### src/hdl/qbtsb_pkg.sv
// Shared types and constants of the quad batch texture slot binder.
package qbtsb_pkg;

  localparam logic [1:0] REQ_FLAT  = 2'd0;
  localparam logic [1:0] REQ_TEX   = 2'd1;
  localparam logic [1:0] REQ_BEGIN = 2'd2;
  localparam logic [1:0] REQ_FLUSH = 2'd3;

  localparam logic [1:0] KIND_QUAD = 2'd0;
  localparam logic [1:0] KIND_BIND = 2'd1;
  localparam logic [1:0] KIND_DRAW = 2'd2;

  localparam logic [0:0] REG_LIMIT = 1'b0;
  localparam logic [0:0] REG_WHITE = 1'b1;

  localparam logic [15:0] LIMIT_RESET = 16'd20000;

  // slots_used for the largest slot count (32) fits in six bits
  localparam int USED_W = 6;

  typedef struct packed {
    logic              do_flush;
    logic              has_quad;
    logic              bank;
    logic [15:0]       flush_quads;
    logic [USED_W-1:0] flush_used;
    logic [3:0]        quad_slot;
    logic [17:0]       quad_voff;
  } cmd_t;

endpackage

### src/hdl/qbtsb_fifo.sv
// Command queue between the front and back parts.
module qbtsb_fifo
  import qbtsb_pkg::*;
#(
  parameter int DEPTH = 4
) (
  input  logic clk,
  input  logic rst_n,
  input  logic push,
  input  cmd_t push_cmd,
  input  logic pop,
  output cmd_t head_cmd,
  output logic empty,
  output logic full
);

  localparam int PW = (DEPTH > 1) ? $clog2(DEPTH) : 1;
  localparam int CW = $clog2(DEPTH + 1);

  cmd_t          mem_r [DEPTH];
  logic [PW-1:0] wptr_r, wptr_nxt;
  logic [PW-1:0] rptr_r, rptr_nxt;
  logic [CW-1:0] cnt_r, cnt_nxt;

  assign empty    = (cnt_r == '0);
  assign full     = (cnt_r == CW'(DEPTH));
  assign head_cmd = mem_r[rptr_r];

  always_comb begin
    wptr_nxt = wptr_r;
    rptr_nxt = rptr_r;
    cnt_nxt  = cnt_r;
    if (push) begin
      wptr_nxt = (wptr_r == PW'(DEPTH - 1)) ? '0 : wptr_r + 1'b1;
    end
    if (pop) begin
      rptr_nxt = (rptr_r == PW'(DEPTH - 1)) ? '0 : rptr_r + 1'b1;
    end
    if (push && !pop) begin
      cnt_nxt = cnt_r + 1'b1;
    end else if (pop && !push) begin
      cnt_nxt = cnt_r - 1'b1;
    end
  end

  always_ff @(posedge clk) begin
    if (!rst_n) begin
      wptr_r <= '0;
      rptr_r <= '0;
      cnt_r  <= '0;
    end else begin
      wptr_r <= wptr_nxt;
      rptr_r <= rptr_nxt;
      cnt_r  <= cnt_nxt;
    end
  end

  always_ff @(posedge clk) begin
    if (push) begin
      mem_r[wptr_r] <= push_cmd;
    end
  end

endmodule

### src/hdl/qbtsb_front.sv
// Front part: accepts requests, finds texture slots, keeps the batch state.
module qbtsb_front
  import qbtsb_pkg::*;
#(
  parameter int SLOTS = 16
) (
  input  logic                       clk,
  input  logic                       rst_n,
  input  logic [15:0]                limit,
  input  logic                       in_valid,
  output logic                       in_ready,
  input  logic [1:0]                 in_req_type,
  input  logic [15:0]                in_texture_id,
  input  logic                       q_full,
  output logic                       q_push,
  output cmd_t                       q_cmd,
  input  logic                       rd_bank,
  input  logic [$clog2(SLOTS)-1:0]   rd_idx,
  output logic [15:0]                rd_data,
  input  logic                       bind_done
);

  localparam int SW = $clog2(SLOTS);
  localparam int UW = $clog2(SLOTS + 1);

  logic [15:0]   tab_r [2][SLOTS];
  logic [UW-1:0] used_r, used_nxt;
  logic [15:0]   quads_r, quads_nxt;
  logic          bank_r, bank_nxt;
  logic          busy_r, busy_nxt;

  logic          is_quad, is_tex, lim_flush, full_flush, do_flush, accept;
  logic [15:0]   q0, q_place;
  logic [UW-1:0] u0;
  logic          hit_found;
  logic [SW-1:0] hit_slot, new_slot, slot_sel;
  logic          wr_en;

  assign rd_data = tab_r[rd_bank][rd_idx];

  assign is_quad   = (in_req_type == REQ_FLAT) || (in_req_type == REQ_TEX);
  assign is_tex    = (in_req_type == REQ_TEX);
  assign lim_flush = (quads_r >= limit);
  assign q0        = lim_flush ? '0 : quads_r;
  assign u0        = lim_flush ? UW'(1) : used_r;

  always_comb begin
    hit_found = 1'b0;
    hit_slot  = '0;
    for (int i = SLOTS - 1; i >= 1; i--) begin
      if (tab_r[bank_r][i] == in_texture_id && UW'(i) < u0) begin
        hit_found = 1'b1;
        hit_slot  = SW'(i);
      end
    end
  end

  assign full_flush = is_tex && !hit_found && (u0 >= UW'(SLOTS));
  assign new_slot   = full_flush ? SW'(1) : SW'(u0);
  assign q_place    = full_flush ? '0 : q0;
  assign slot_sel   = !is_tex ? '0 : (hit_found ? hit_slot : new_slot);

  always_comb begin
    if (in_req_type == REQ_FLUSH) begin
      do_flush = (quads_r != '0);
    end else if (is_quad) begin
      do_flush = (lim_flush && quads_r != '0) || full_flush;
    end else begin
      do_flush = 1'b0;
    end
  end

  // a new flush waits until the back part has read the previous bank
  assign in_ready = !q_full && !(busy_r && do_flush);
  assign accept   = in_valid && in_ready;
  assign q_push   = accept && (do_flush || is_quad);
  assign wr_en    = accept && is_tex && !hit_found;

  always_comb begin
    q_cmd.do_flush    = do_flush;
    q_cmd.has_quad    = is_quad;
    q_cmd.bank        = bank_r;
    q_cmd.flush_quads = quads_r;
    q_cmd.flush_used  = USED_W'(used_r);
    q_cmd.quad_slot   = 4'(slot_sel);
    q_cmd.quad_voff   = {q_place, 2'b00};
  end

  always_comb begin
    used_nxt  = used_r;
    quads_nxt = quads_r;
    bank_nxt  = bank_r;
    busy_nxt  = busy_r && !bind_done;
    if (accept) begin
      if (is_quad) begin
        quads_nxt = q_place + 16'd1;
        if (is_tex && !hit_found) begin
          used_nxt = UW'(new_slot) + UW'(1);
        end else begin
          used_nxt = u0;
        end
      end else begin
        quads_nxt = '0;
        used_nxt  = UW'(1);
      end
      if (do_flush) begin
        bank_nxt = !bank_r;
        busy_nxt = 1'b1;
      end
    end
  end

  always_ff @(posedge clk) begin
    if (!rst_n) begin
      used_r  <= UW'(1);
      quads_r <= '0;
      bank_r  <= 1'b0;
      busy_r  <= 1'b0;
    end else begin
      used_r  <= used_nxt;
      quads_r <= quads_nxt;
      bank_r  <= bank_nxt;
      busy_r  <= busy_nxt;
    end
  end

  always_ff @(posedge clk) begin
    if (wr_en) begin
      tab_r[bank_nxt][new_slot] <= in_texture_id;
    end
  end

endmodule

### src/hdl/qbtsb_back.sv
// Back part: turns queued commands into bind, draw and quad words.
module qbtsb_back
  import qbtsb_pkg::*;
#(
  parameter int SLOTS = 16
) (
  input  logic                       clk,
  input  logic                       rst_n,
  input  logic [15:0]                white_id,
  input  logic                       q_empty,
  input  cmd_t                       q_head,
  output logic                       q_pop,
  output logic                       rd_bank,
  output logic [$clog2(SLOTS)-1:0]   rd_idx,
  input  logic [15:0]                rd_data,
  output logic                       bind_done,
  output logic                       out_valid,
  input  logic                       out_ready,
  output logic [1:0]                 out_kind,
  output logic [3:0]                 out_slot,
  output logic [15:0]                out_bound_texture,
  output logic [17:0]                out_vertex_offset,
  output logic [18:0]                out_index_count,
  output logic                       out_last
);

  localparam int SW = $clog2(SLOTS);

  typedef enum logic [3:0] {
    PH_IDLE = 4'b0001,
    PH_BIND = 4'b0010,
    PH_DRAW = 4'b0100,
    PH_QUAD = 4'b1000
  } phase_t;

  phase_t        ph_r, ph_nxt;
  cmd_t          cur_r, cur_nxt;
  logic [SW-1:0] idx_r, idx_nxt;

  logic          ov_r, ov_nxt;
  logic [1:0]    kind_r, kind_nxt;
  logic [3:0]    slot_r, slot_nxt;
  logic [15:0]   bound_r, bound_nxt;
  logic [17:0]   voff_r, voff_nxt;
  logic [18:0]   icnt_r, icnt_nxt;
  logic          last_r, last_nxt;

  logic          can_emit, emit;

  assign can_emit = !ov_r || out_ready;
  assign rd_bank  = cur_r.bank;
  assign rd_idx   = idx_r;

  always_comb begin
    ph_nxt    = ph_r;
    cur_nxt   = cur_r;
    idx_nxt   = idx_r;
    q_pop     = 1'b0;
    bind_done = 1'b0;
    emit      = 1'b0;
    kind_nxt  = kind_r;
    slot_nxt  = slot_r;
    bound_nxt = bound_r;
    voff_nxt  = voff_r;
    icnt_nxt  = icnt_r;
    last_nxt  = last_r;
    if (can_emit) begin
      unique case (ph_r)
        PH_IDLE: begin
          if (!q_empty) begin
            q_pop = 1'b1;
            emit  = 1'b1;
            if (q_head.do_flush) begin
              cur_nxt   = q_head;
              idx_nxt   = SW'(1);
              ph_nxt    = PH_BIND;
              kind_nxt  = KIND_BIND;
              slot_nxt  = '0;
              bound_nxt = white_id;
              voff_nxt  = '0;
              icnt_nxt  = '0;
              last_nxt  = 1'b0;
            end else begin
              kind_nxt  = KIND_QUAD;
              slot_nxt  = q_head.quad_slot;
              bound_nxt = '0;
              voff_nxt  = q_head.quad_voff;
              icnt_nxt  = '0;
              last_nxt  = 1'b1;
            end
          end
        end
        PH_BIND: begin
          emit      = 1'b1;
          kind_nxt  = KIND_BIND;
          slot_nxt  = 4'(idx_r);
          bound_nxt = (USED_W'(idx_r) < cur_r.flush_used) ? rd_data : white_id;
          voff_nxt  = '0;
          icnt_nxt  = '0;
          last_nxt  = 1'b0;
          if (idx_r == SW'(SLOTS - 1)) begin
            ph_nxt    = PH_DRAW;
            bind_done = 1'b1;
          end else begin
            idx_nxt = idx_r + 1'b1;
          end
        end
        PH_DRAW: begin
          emit      = 1'b1;
          kind_nxt  = KIND_DRAW;
          slot_nxt  = '0;
          bound_nxt = '0;
          voff_nxt  = '0;
          icnt_nxt  = {1'b0, cur_r.flush_quads, 2'b00} + {2'b00, cur_r.flush_quads, 1'b0};
          last_nxt  = !cur_r.has_quad;
          ph_nxt    = cur_r.has_quad ? PH_QUAD : PH_IDLE;
        end
        PH_QUAD: begin
          emit      = 1'b1;
          kind_nxt  = KIND_QUAD;
          slot_nxt  = cur_r.quad_slot;
          bound_nxt = '0;
          voff_nxt  = cur_r.quad_voff;
          icnt_nxt  = '0;
          last_nxt  = 1'b1;
          ph_nxt    = PH_IDLE;
        end
        default: begin
          ph_nxt = PH_IDLE;
        end
      endcase
    end
    ov_nxt = emit ? 1'b1 : (ov_r && !out_ready);
  end

  always_ff @(posedge clk) begin
    if (!rst_n) begin
      ph_r <= PH_IDLE;
      ov_r <= 1'b0;
    end else begin
      ph_r <= ph_nxt;
      ov_r <= ov_nxt;
    end
  end

  always_ff @(posedge clk) begin
    cur_r   <= cur_nxt;
    idx_r   <= idx_nxt;
    kind_r  <= kind_nxt;
    slot_r  <= slot_nxt;
    bound_r <= bound_nxt;
    voff_r  <= voff_nxt;
    icnt_r  <= icnt_nxt;
    last_r  <= last_nxt;
  end

  assign out_valid         = ov_r;
  assign out_kind          = kind_r;
  assign out_slot          = slot_r;
  assign out_bound_texture = bound_r;
  assign out_vertex_offset = voff_r;
  assign out_index_count   = icnt_r;
  assign out_last          = last_r;

endmodule

### src/hdl/quad_batch_texture_slot_binder.sv
// Top level of the quad batch texture slot binder.
// Quads that place without a flush are taken one per cycle while the queue has room and
// give one word each. A flush of a nonempty batch gives SLOTS bind words and one draw
// word, one word per cycle from the back sequencer unless the output stalls. The slot
// table is double banked: the front keeps taking quads into the new batch while the back
// reads the old bank, and a further flush is held until that bank read has finished.
// QUEUE_DEPTH commands sit between the front and back; the output word is registered.
module quad_batch_texture_slot_binder
  import qbtsb_pkg::*;
#(
  parameter int SLOTS       = 16,
  parameter int QUEUE_DEPTH = 4
) (
  input  logic        clk,
  input  logic        rst_n,
  input  logic        cfg_we,
  input  logic [0:0]  cfg_index,
  input  logic [15:0] cfg_data,
  input  logic        in_valid,
  output logic        in_ready,
  input  logic [1:0]  in_req_type,
  input  logic [15:0] in_texture_id,
  output logic        out_valid,
  input  logic        out_ready,
  output logic [1:0]  out_kind,
  output logic [3:0]  out_slot,
  output logic [15:0] out_bound_texture,
  output logic [17:0] out_vertex_offset,
  output logic [18:0] out_index_count,
  output logic        out_last
);

  localparam int SW = $clog2(SLOTS);

  logic [15:0]   limit_r, limit_nxt;
  logic [15:0]   white_r, white_nxt;

  logic          q_push, q_pop, q_empty, q_full;
  cmd_t          q_cmd, q_head;
  logic          rd_bank;
  logic [SW-1:0] rd_idx;
  logic [15:0]   rd_data;
  logic          bind_done;

  always_comb begin
    limit_nxt = limit_r;
    white_nxt = white_r;
    if (cfg_we) begin
      unique case (cfg_index)
        REG_LIMIT: limit_nxt = cfg_data;
        REG_WHITE: white_nxt = cfg_data;
        default:   limit_nxt = limit_r;
      endcase
    end
  end

  always_ff @(posedge clk) begin
    if (!rst_n) begin
      limit_r <= LIMIT_RESET;
      white_r <= '0;
    end else begin
      limit_r <= limit_nxt;
      white_r <= white_nxt;
    end
  end

  qbtsb_front #(.SLOTS(SLOTS)) u_front (
    .clk           (clk),
    .rst_n         (rst_n),
    .limit         (limit_r),
    .in_valid      (in_valid),
    .in_ready      (in_ready),
    .in_req_type   (in_req_type),
    .in_texture_id (in_texture_id),
    .q_full        (q_full),
    .q_push        (q_push),
    .q_cmd         (q_cmd),
    .rd_bank       (rd_bank),
    .rd_idx        (rd_idx),
    .rd_data       (rd_data),
    .bind_done     (bind_done)
  );

  qbtsb_fifo #(.DEPTH(QUEUE_DEPTH)) u_fifo (
    .clk      (clk),
    .rst_n    (rst_n),
    .push     (q_push),
    .push_cmd (q_cmd),
    .pop      (q_pop),
    .head_cmd (q_head),
    .empty    (q_empty),
    .full     (q_full)
  );

  qbtsb_back #(.SLOTS(SLOTS)) u_back (
    .clk               (clk),
    .rst_n             (rst_n),
    .white_id          (white_r),
    .q_empty           (q_empty),
    .q_head            (q_head),
    .q_pop             (q_pop),
    .rd_bank           (rd_bank),
    .rd_idx            (rd_idx),
    .rd_data           (rd_data),
    .bind_done         (bind_done),
    .out_valid         (out_valid),
    .out_ready         (out_ready),
    .out_kind          (out_kind),
    .out_slot          (out_slot),
    .out_bound_texture (out_bound_texture),
    .out_vertex_offset (out_vertex_offset),
    .out_index_count   (out_index_count),
    .out_last          (out_last)
  );

endmodule

### config.mk
export PLATFORM = sky130hd
export DESIGN_NAME = quad_batch_texture_slot_binder
export DESIGN_NICKNAME = d
export VERILOG_FILES = /design/src/hdl/qbtsb_pkg.sv /design/src/hdl/qbtsb_fifo.sv /design/src/hdl/qbtsb_front.sv /design/src/hdl/qbtsb_back.sv /design/src/hdl/quad_batch_texture_slot_binder.sv
export SDC_FILE = /design/constraint.sdc
export NUM_CORES = 1
export LEC_CHECK = 0
export BUFFER_PORTS_ARGS = -buffer_cell sky130_fd_sc_hd__buf_2
export CAP_MARGIN = 20
export CORE_MARGIN = 3
export CORE_UTILIZATION = 40
export CTS_BUF_LIST = sky130_fd_sc_hd__clkbuf_16
export DETAILED_ROUTE_END_ITERATION = 10
export SLEW_MARGIN = 20
export SYNTH_ARGS = -nofsm -noshare
export SYNTH_HDL_FRONTEND = slang
export SYNTH_SLANG_ARGS = --single-unit
### constraint.sdc
create_clock -name clk -period 8 [get_ports clk]
set_input_delay 1.6 -clock clk [delete_from_list [all_inputs] [get_ports clk]]
set_output_delay 1.6 -clock clk [all_outputs]
set_load 0.03 [all_outputs]
### Word level (Yosys, flattened, before mapping)

Memories as Yosys holds them, arrays and structs flattened. A register that Yosys moved wholly into a read port is not among the register bits.
Cells that the tools add are included.

* input port bits: 40
* output and inout bits: 62
* memories kept: 2
* word-level logic and storage cells: 251
* flip-flop bits (word level): 177
* memory bits (writable): 688

Memories
* u_front.tab_r: words 2, bits a word 256, read ports 2, clocked after memory_dff 2, wr ports 1, line qbtsb_front.sv:26 `logic [15:0] tab_r [2][SLOTS];`
* u_fifo.mem_r: words 4, bits a word 44, read ports 1, clocked after memory_dff 1, wr ports 1, line qbtsb_fifo.sv:20 `cmd_t mem_r [DEPTH];`

* add/subtract/negate cells: 8
* multiplexer cells: 98
* bitwise operators: 4
* eq/ne operators: 29
* reduce and logical (&&, ||, !) cells: 65
* $lt $le $gt $ge: 21

Operators with widths (count)
* $mux 256: 1
* $eq 16x16->1: 15
* $mux 16: 9
* $mux 4: 27
* $bmux 16 s4: 1
* $demux 16 s4: 1
* $pmux 19 s3: 1
* $pmux 18 s3: 1
* $pmux 16 s3: 1
* $lt 4x5->1 const A: 8
* $mux 1: 37
* $mux 18: 2
* $logic_and 1x1->1: 29
* $lt 3x5->1 const A: 4
* $add 18x17->19: 1
* $mux 19: 1
* $add 16x1->16 const B: 1
* $ge 16x16->1: 1
* $pmux 4 s4: 1
* $reduce_bool 16->1: 1
* $ge 5x5->1 const B: 3
* $mux 5: 3
* $pmux 4 s3: 1
* $reduce_and 3->1: 4
* other kinds (38): 71

### Depth between registers and ports, before layout

Gate-level depths: netlist of the first run.

* word-level depth: 34
* gate-level depth with buffers: 26
* mapped depth without buffers: 21

### Modules after synthesis

Synthesis of the first run repeated with hierarchy kept, for this count alone.

* cells, all modules: 2578
* area, all modules: 41486.0 um^2

Modules (own cells, without submodules)
* qbtsb_front: area an instance 27792.9 um^2, times used 1, sequential area each 15855.2 um^2, cells each 1790
* qbtsb_fifo: area an instance 7264.5 um^2, times used 1, sequential area each 5825.6 um^2, cells each 289
* qbtsb_back: area an instance 5188.7 um^2, times used 1, sequential area each 3373.2 um^2, cells each 369
* quad_batch_texture_slot_binder: area an instance 1239.9 um^2, times used 1, sequential area each 640.6 um^2, cells each 130

### Worst setup path after synthesis of the first run

No wires, ideal clock.

* path type: input -> register
* from: input in_texture_id[0]
* to: memory u_front.tab_r[0][192] (netlist name), enable pin
* data required time: 7.570 ns
* data arrival time: 6.025 ns
* stages: 17
* path slack: 1.545 ns
* path buffers: 5
* library setup time: 0.430 ns
* path through: clkbuf_1 buf_2 xnor2_1 nor3_1 nand4_1 nor4_2 a21boi_1 and2_1 buf_6 a31oi_1 buf_2 buf_2 nand2_1 inv_1 ha_1 inv_1 nor4_1

* longest elaborated chain between the ends: 31
* elaborated cells between the ends (all ways): 68
* classes of those cells: 2 x order compare; 15 x eq/ne; 24 x mux; 1 x bitwise; 26 x reduce/logical

RTL lines
* from (decl): line quad_batch_texture_slot_binder.sv:22 `input logic [15:0] in_texture_id,`
* $eq 16x16->1: line qbtsb_front.sv:51 `if (tab_r[bank_r][i] == in_texture_id && UW'(i) < u0) begin`
* $logic_and 1x1->1: line qbtsb_front.sv:51
* $mux 1 (14 in series): line qbtsb_front.sv:51
* $mux 1 (*): line qbtsb_front.sv:51
* $logic_not 1->1 (*): line qbtsb_front.sv:58, qbtsb_front.sv:77
* parallel branches: the longest is 13 deep, another holds $ge 5x5->1
* to (decl): line qbtsb_front.sv:26

Every way passes the cells marked *.

### Worst setup path in the final report of the first run

* from: input in_texture_id[12]
* to: output in_ready

* longest elaborated chain between the ends: 26
* elaborated cells between the ends (all ways): 54
* classes of those cells: 15 x eq/ne; 17 x mux; 22 x reduce/logical

RTL lines
* $eq 16x16->1: line qbtsb_front.sv:51
* $logic_and 1x1->1: line qbtsb_front.sv:51
* $mux 1 (14 in series): line qbtsb_front.sv:51
* $mux 1 (*): line qbtsb_front.sv:51
* $logic_not 1->1 (*): line qbtsb_front.sv:58 `assign full_flush = is_tex && !hit_found && (u0 >= UW'(SLOTS));`
* $logic_and 1x1->1 (*) (2 in series): line qbtsb_front.sv:58
* $logic_or 1x1->1 (*): line qbtsb_front.sv:67 `do_flush = (lim_flush && quads_r != '0) || full_flush;`
* $mux 1 (*): line qbtsb_front.sv:66 `end else if (is_quad) begin`
* $mux 1 (*): line qbtsb_front.sv:64 `if (in_req_type == REQ_FLUSH) begin`
* $logic_and 1x1->1 (*): line qbtsb_front.sv:74 `assign in_ready = !q_full && !(busy_r && do_flush);`
* $logic_not 1->1 (*): line qbtsb_front.sv:74
* $logic_and 1x1->1 (*): line qbtsb_front.sv:74
* to (decl): line quad_batch_texture_slot_binder.sv:20 `output logic in_ready,`

Every way passes the cells marked *; elsewhere a longest branch is shown, timed or not.

==> results of run 1 <==
[cells in the mapped netlist (35+ instances only)]
cell type	instances	share of area
edfxtp_1	792	0.58
mux2i_1	333	0.082
xnor2_1	228	0.049
mux4_2	146	0.081
nor2_1	116	0.011
nand2_1	113	0.010
clkbuf_1	94	0.0087
a21oi_1	82	0.010
dfxtp_1	71	0.035
nor4_1	61	0.0094
o21ai_0	50	0.0062
ha_1	48	0.015
inv_1	48	0.0044
and2_1	35	0.0054
[how the worst min path moves through the flow]
stage             endpoint  slack [ns]  depth (start not counted)
6_report        limit_r[1]        0.45                          2
5_1_grt         limit_r[8]        0.47                          2
4_1_cts         limit_r[8]        0.46                          2
3_5_place_dp    limit_r[8]        0.45                          2
3_3_place_gp   limit_r[15]        0.44                          2
2_1_floorplan   white_r[0]        0.44                          2
[power breakdown]
group / internal (mW) / switching (mW) / leakage [nW] / total [mW]
sequential: 5.40 / 0.258 / 7.82 / 5.66
clock: 2.68 / 1.81 / 1.64 / 4.50
combinational: 1.34 / 2.30 / 5.69 / 3.64
[final cells by class]
| class | count | area (um2) |
|---|---|---|
| fill | 8771 | 54180 |
| sequential | 863 | 25210 |
| multi-input combinational | 1631 | 14590 |
| clock buffer | 95 | 2377 |
| tap | 1357 | 1698 |
| timing repair buffer | 199 | 1349 |
| clock inverter | 79 | 844.6 |
| inverter | 49 | 183.9 |
| antenna | 1 | 2.502 |
[worst min-delay path, delay by kind of cell, from the launching register on]
family	cells	cell delay (ns)
compound gates	1	0.05
simple gates	1	0.05
flops	1	0.31
[stage by stage]
stage	setup slack (ns)	utilization	cell area [um2]	power, mW
2_1_floorplan	1.545	-	40680	8.091
3_3_place_gp	1.145	0.4284	43020	9.364
3_5_place_dp	1.020	0.4284	43020	9.411
4_1_cts	1.366	0.4604	46250	13.91
5_1_grt	1.124	0.4605	46250	14.35
6_report	1.272	0.4606	46260	13.79
[cells in the final DEF (no fill, tap or decap), drive strengths merged, types with 11 or more instances in the layout]
cell,instances
xnor2,228
clkbuf,95
and3,20
and2,35
o21ai,57
nand2,113
mux2i,333
xor2,26
inv,75
bufinv,16
or3,13
a211oi,34
buf,199
a21oi,82
o22ai,22
a22o,20
nor4b,12
nor2,116
nand2b,13
nor3,34
ha,48
nand3,30
nand4,32
mux4,146
dfxtp,71
a21o,11
edfxtp,792
clkinv,32
o221ai,13
nor4,64
a32o,19
[logic make-up (layout without fill, tap and decap cells)]
group	Yosys count	count (layout)	share of synthesized area
adders and majority gates	50	50	0.01575
muxes	480	480	0.1631
xor gates and xnor gates	254	254	0.05470
DFF	863	863	0.6197
buffers and inverters	222	422	0.02557
AOI/OAI and AO/OA	330	330	0.05584
other	1	4	0.00009221
and+or+nand+nor	514	514	0.06522
[sequential cells by signal (all words and copies together) (netlist names), 5 cells and up, named ones only]
name / flops
u_fifo.mem_r: 176
u_back.cur_r: 42
u_back.out_index_count: 18
u_back.out_bound_texture: 16
u_front.used_r: 5
u_front.quads_r: 16
u_front.tab_r: 512
limit_r: 16
white_r: 16
u_back.out_vertex_offset: 16
[routing by layer]
layer,share of wire,global-route usage
met1,0.42,0.2926
met3,0.069,0.04071
met4,0.030,0.06372
met2,0.48,0.3575
met5,0.00049,0
==> impl_metrics.json, run 1 <==
{
  "ys_seq_area_frac": 0.6197,
  "dp.cells": 4099,
  "whs_ns": 0.4531,
  "outcome": "complete, no violations",
  "synth-seq-cells": 863,
  "grt_usage": 0.2166,
  "tightest_slew_ns": 1.129,
  "relSlewSlack": 0.2397,
  "reg2reg_to": "u_front.quads_r[14]",
  "min_period_ns": 6.728,
  "synthFlopType": "edfxtp_1",
  "startpoint": "in_texture_id[12]",
  "cp_common_cell": "buf_2",
  "clock_latency_ns": 0.68,
  "avgSynthCellArea_um2": 14.98,
  "max-vdd-ir-drop_mv": 0.2388,
  "vias_per_cell": 5.825,
  "ios": 102,
  "synth_edf_count": 792,
  "cp_cell_sequence": "buf_2, xnor2_1, nor4_1, nand4_1, o32ai_2, o31ai_1, inv_1, o31a_1, o32a_1, buf_2",
  "wl_per_cell_um": 27.12,
  "portBuffers": 98,
  "slowest_stage": "buf_2",
  "instances_no_fill": 4274,
  "first_global_vias": 25060,
  "async_flop_share": 0,
  "yosys_warnings": 0,
  "yosysUniqueCellTypes": 76,
  "dieArea_um2": 105500,
  "critPathBufInv": 3,
  "nets": 2927,
  "slowest_delay_ns": 0.71,
  "cts-htree-levels": 3,
  "dp_hpwl_um": 77640,
  "drc": 0,
  "clk_pin_slew_ns": 0.06,
  "cts_resized": 0,
  "worstSetupPathType": "input pin to output pin",
  "slew_viol_final": 0,
  "cts_hold_buffers": 0,
  "r2r_setup_slack_ns": 1.68,
  "tritoncts": "built",
  "total_leakage_power_nw": 15.15,
  "die_x_um": 324.9,
  "rsz0062_at_grt": "false",
  "cp_max_fo": 35,
  "drive_above_1_share": 0.1818,
  "core-area_um2": 100400,
  "min_period_over_period": 0.8410,
  "crit_path_end": "in_ready",
  "antenna_found_initial": 7,
  "post_cts_buffers": 0,
  "drt_iter0_drc": 2459,
  "cp-end-kind": "output pin",
  "area_growth_pct": 13.74,
  "r2r_cells": 21,
  "ant_nets": 0,
  "num_rows": 116,
  "power_density_nw_per_um2": 298.2,
  "min_from": "limit_r[1]",
  "start_util": 0.4049,
  "arrival_ns": 5.13,
  "die_h_um": 324.9,
  "required_ns": 6.40,
  "fmax_mhz": 148.6,
  "grt_pass1_wl_um": 171000,
  "hold_viol": 0,
  "wirelength_um": 115900,
  "cts_root_buffer": "clkbuf_16",
  "finalClockSkew_ns": 0.04069,
  "worst_setup_path_start_kind": "input pin",
  "clkSinkCount": 863,
  "setup_viol": 0,
  "ctsLongestPathBuffers": 3,
  "grt_overflow_total": 0,
  "dr.pass1.iters": 5,
  "netlist_instances": 2714,
  "place.gp.congestion": 0.9506,
  "vias": 24890,
  "cp.depth": 10,
  "syn-cell-area_um2": 40670,
  "hp-class": "flip-flop to flip-flop",
  "grt_max_degree": 105,
  "cap_violations": 0,
  "fin_tns_setup_ns": 0,
  "cts_buffers": 93,
  "cp_top_family": "compound AO/OA/AOI/OAI gates"
}
(Power assumes the default switching activity.)
==> run 2: changes to the inputs <==
- clock period: 8 -> 5.8 ns (I/O delays scaled with it)
==> run 2 against run 1 <==
Against the previous run: worst setup slack lost 1.0 ns; total power grew 34%; die area is the same; core utilization grew 0.42 points; highest routed layer unchanged; combinational power grew 40%; sequential power grew 38%.
==> impl_metrics.json, run 2 (same netlist as run 1, synthesis figures left out) <==
{
  "worstSetupPathType": "flip-flop to output pin",
  "arrival_ns": 4.40,
  "drive_above_1_share": 0.1968,
  "antenna_found_initial": 8,
  "outcome": "complete, no violations",
  "cap_violations": 0,
  "area_growth_pct": 14.77,
  "top_regs": "u_front.tab_r x512, u_fifo.mem_r x176, u_back.cur_r x42",
  "grt_pass1_wl_um": 168900,
  "total_leakage_power_nw": 15.40,
  "grtUsageMet3": 0.03236,
  "ant_nets": 0,
  "clk_pin_slew_ns": 0.06,
  "ios": 102,
  "place_area_um2": 43770,
  "die_h_um": 324.9,
  "drc": 0,
  "cp-end-kind": "output pin",
  "cts_hold_buffers": 0,
  "min_period_ns": 5.564,
  "worst_setup_path_start_kind": "flip-flop",
  "tritoncts": "built",
  "setup_viol": 0,
  "cts-htree-levels": 3,
  "largest_reg_flops": 512,
  "met1_usage": 0.2908,
  "hold_viol": 0,
  "fmax_mhz": 179.7,
  "relSlewSlack": 0.3452,
  "design_area_um2": 46680,
  "mostFrequentLayoutCells": "edfxtp_1 (792), mux2i_1 (333), xnor2_1 (228)",
  "dieArea_um2": 105500,
  "drt_iter0_drc": 2417,
  "busiest_layer": "met2",
  "rsz0062_at_grt": "false",
  "die_x_um": 324.9,
  "core-area_um2": 100400,
  "timing.final.ws_setup_ns": 0.2358,
  "grt_usage": 0.2136,
  "power_density_nw_per_um2": 397.4,
  "place.gp.congestion": 0.9283,
  "wl_per_cell_um": 26.51,
  "num_rows": 116,
  "vias_per_cell": 5.751,
  "ctsLongestPathBuffers": 3,
  "clkSinkCount": 863,
  "clock_latency_ns": 0.66,
  "final_core_util": 0.4647,
  "grt_overflow_total": 0,
  "finalClockSkew_ns": 0.02588,
  "post-place-ws_ns": -0.01169,
  "first_global_vias": 25310,
  "wirelength_um": 114700,
  "dr.pass1.iters": 6,
  "required_ns": 4.64,
  "slew_viol_final": 0,
  "tightest_slew_ns": 0.9719,
  "min_period_over_period": 0.9593,
  "portBuffers": 98,
  "cts_root_buffer": "clkbuf_16",
  "nets": 2989,
  "regMostFlops": "u_front.tab_r",
  "grt_max_degree": 65,
  "dp_hpwl_um": 78310,
  "gr-usage-met2": 0.3581,
  "cts_buffers": 93,
  "cp_max_fo": 24,
  "start_util": 0.4049,
  "final_common_cell": "edfxtp_1",
  "max-vdd-ir-drop_mv": 0.2890,
  "vias": 24880,
  "hp-class": "flip-flop to flip-flop"
}
-- run 2: cell types whose count changed in the layout (fill, tap and decap cells not counted), moves of 3 or more --
cell	before	now
bufinv_16	16	5
nor4_4	0	3
clkinv_2	11	16
nor4_2	8	5
inv_1	69	66
buf_4	93	134
buf_12	8	29
-- run 2: worst paths after layout --
check / slack [ns] / cells past startpoint / endpoint / start
min reg2reg: 0.46 / 2 / limit_r[8] / limit_r[8]
max reg2reg: 0.32 / 21 / u_front.quads_r[14] / flip-flop
max: 0.24 / 13 / in_ready / flip-flop
min: 0.46 / 2 / limit_r[8] / limit_r[8]
-- run 2: worst max-delay path, stage by stage (launching register included) --
cell and delay, ns:
dfxtp_4 0.52, buf_12 0.25, buf_12 0.22, mux2i_1 0.27, xnor2_1 0.23, nor4_1 0.13, nand4_1 0.21, o32ai_2 0.13
o31ai_1 0.59, buf_4 0.23, inv_1 0.06, o31a_1 0.41, o32a_1 0.28, buf_2 0.21
-- run 2: power by group --
group	internal [mW]	switching (mW)	total (mW)
Combinational	1.91	3.18	5.09
Sequential	7.45	0.359	7.81
Clock	3.24	2.41	5.65
-- run 2: area by class of cell --
cell class | instances | area [um2]
Multi-Input combinational cell | 1631 | 14610
Clock buffer | 97 | 2427
Antenna cell | 1 | 2.502
Inverter | 49 | 183.9
Fill cell | 8827 | 53760
Timing Repair Buffer | 261 | 2077
Sequential cell | 863 | 25210
Tap cell | 1357 | 1698
Clock inverter | 67 | 460.4
-- run 2: timing repair --
| item | CTS | global route |
|---|---|---|
| gates resized for setup | 0 | 1 |
| setup buffers | 0 | 1 |
| setup endpoints to repair | 0 | 2 |
-- run 2: per-layer routing --
layer | wire length (um) | part of all wire
met5 | 13 | 0.00011
met4 | 2889 | 0.025
met3 | 6926 | 0.060
met2 | 56060 | 0.49
met1 | 48770 | 0.43
-- run 2: through the flow --
stage	hold slack [ns]	cells	total power [mW]	setup TNS, ns
3_5_place_dp	0.4498	4160	13.07	-0.01169
5_1_grt	0.4701	4325	19.28	0
4_1_cts	0.4583	4324	18.71	0
6_report	0.4563	4326	18.55	0
3_3_place_gp	0.4427	4160	12.99	0
2_1_floorplan	0.4357	2716	11.16	-6.624
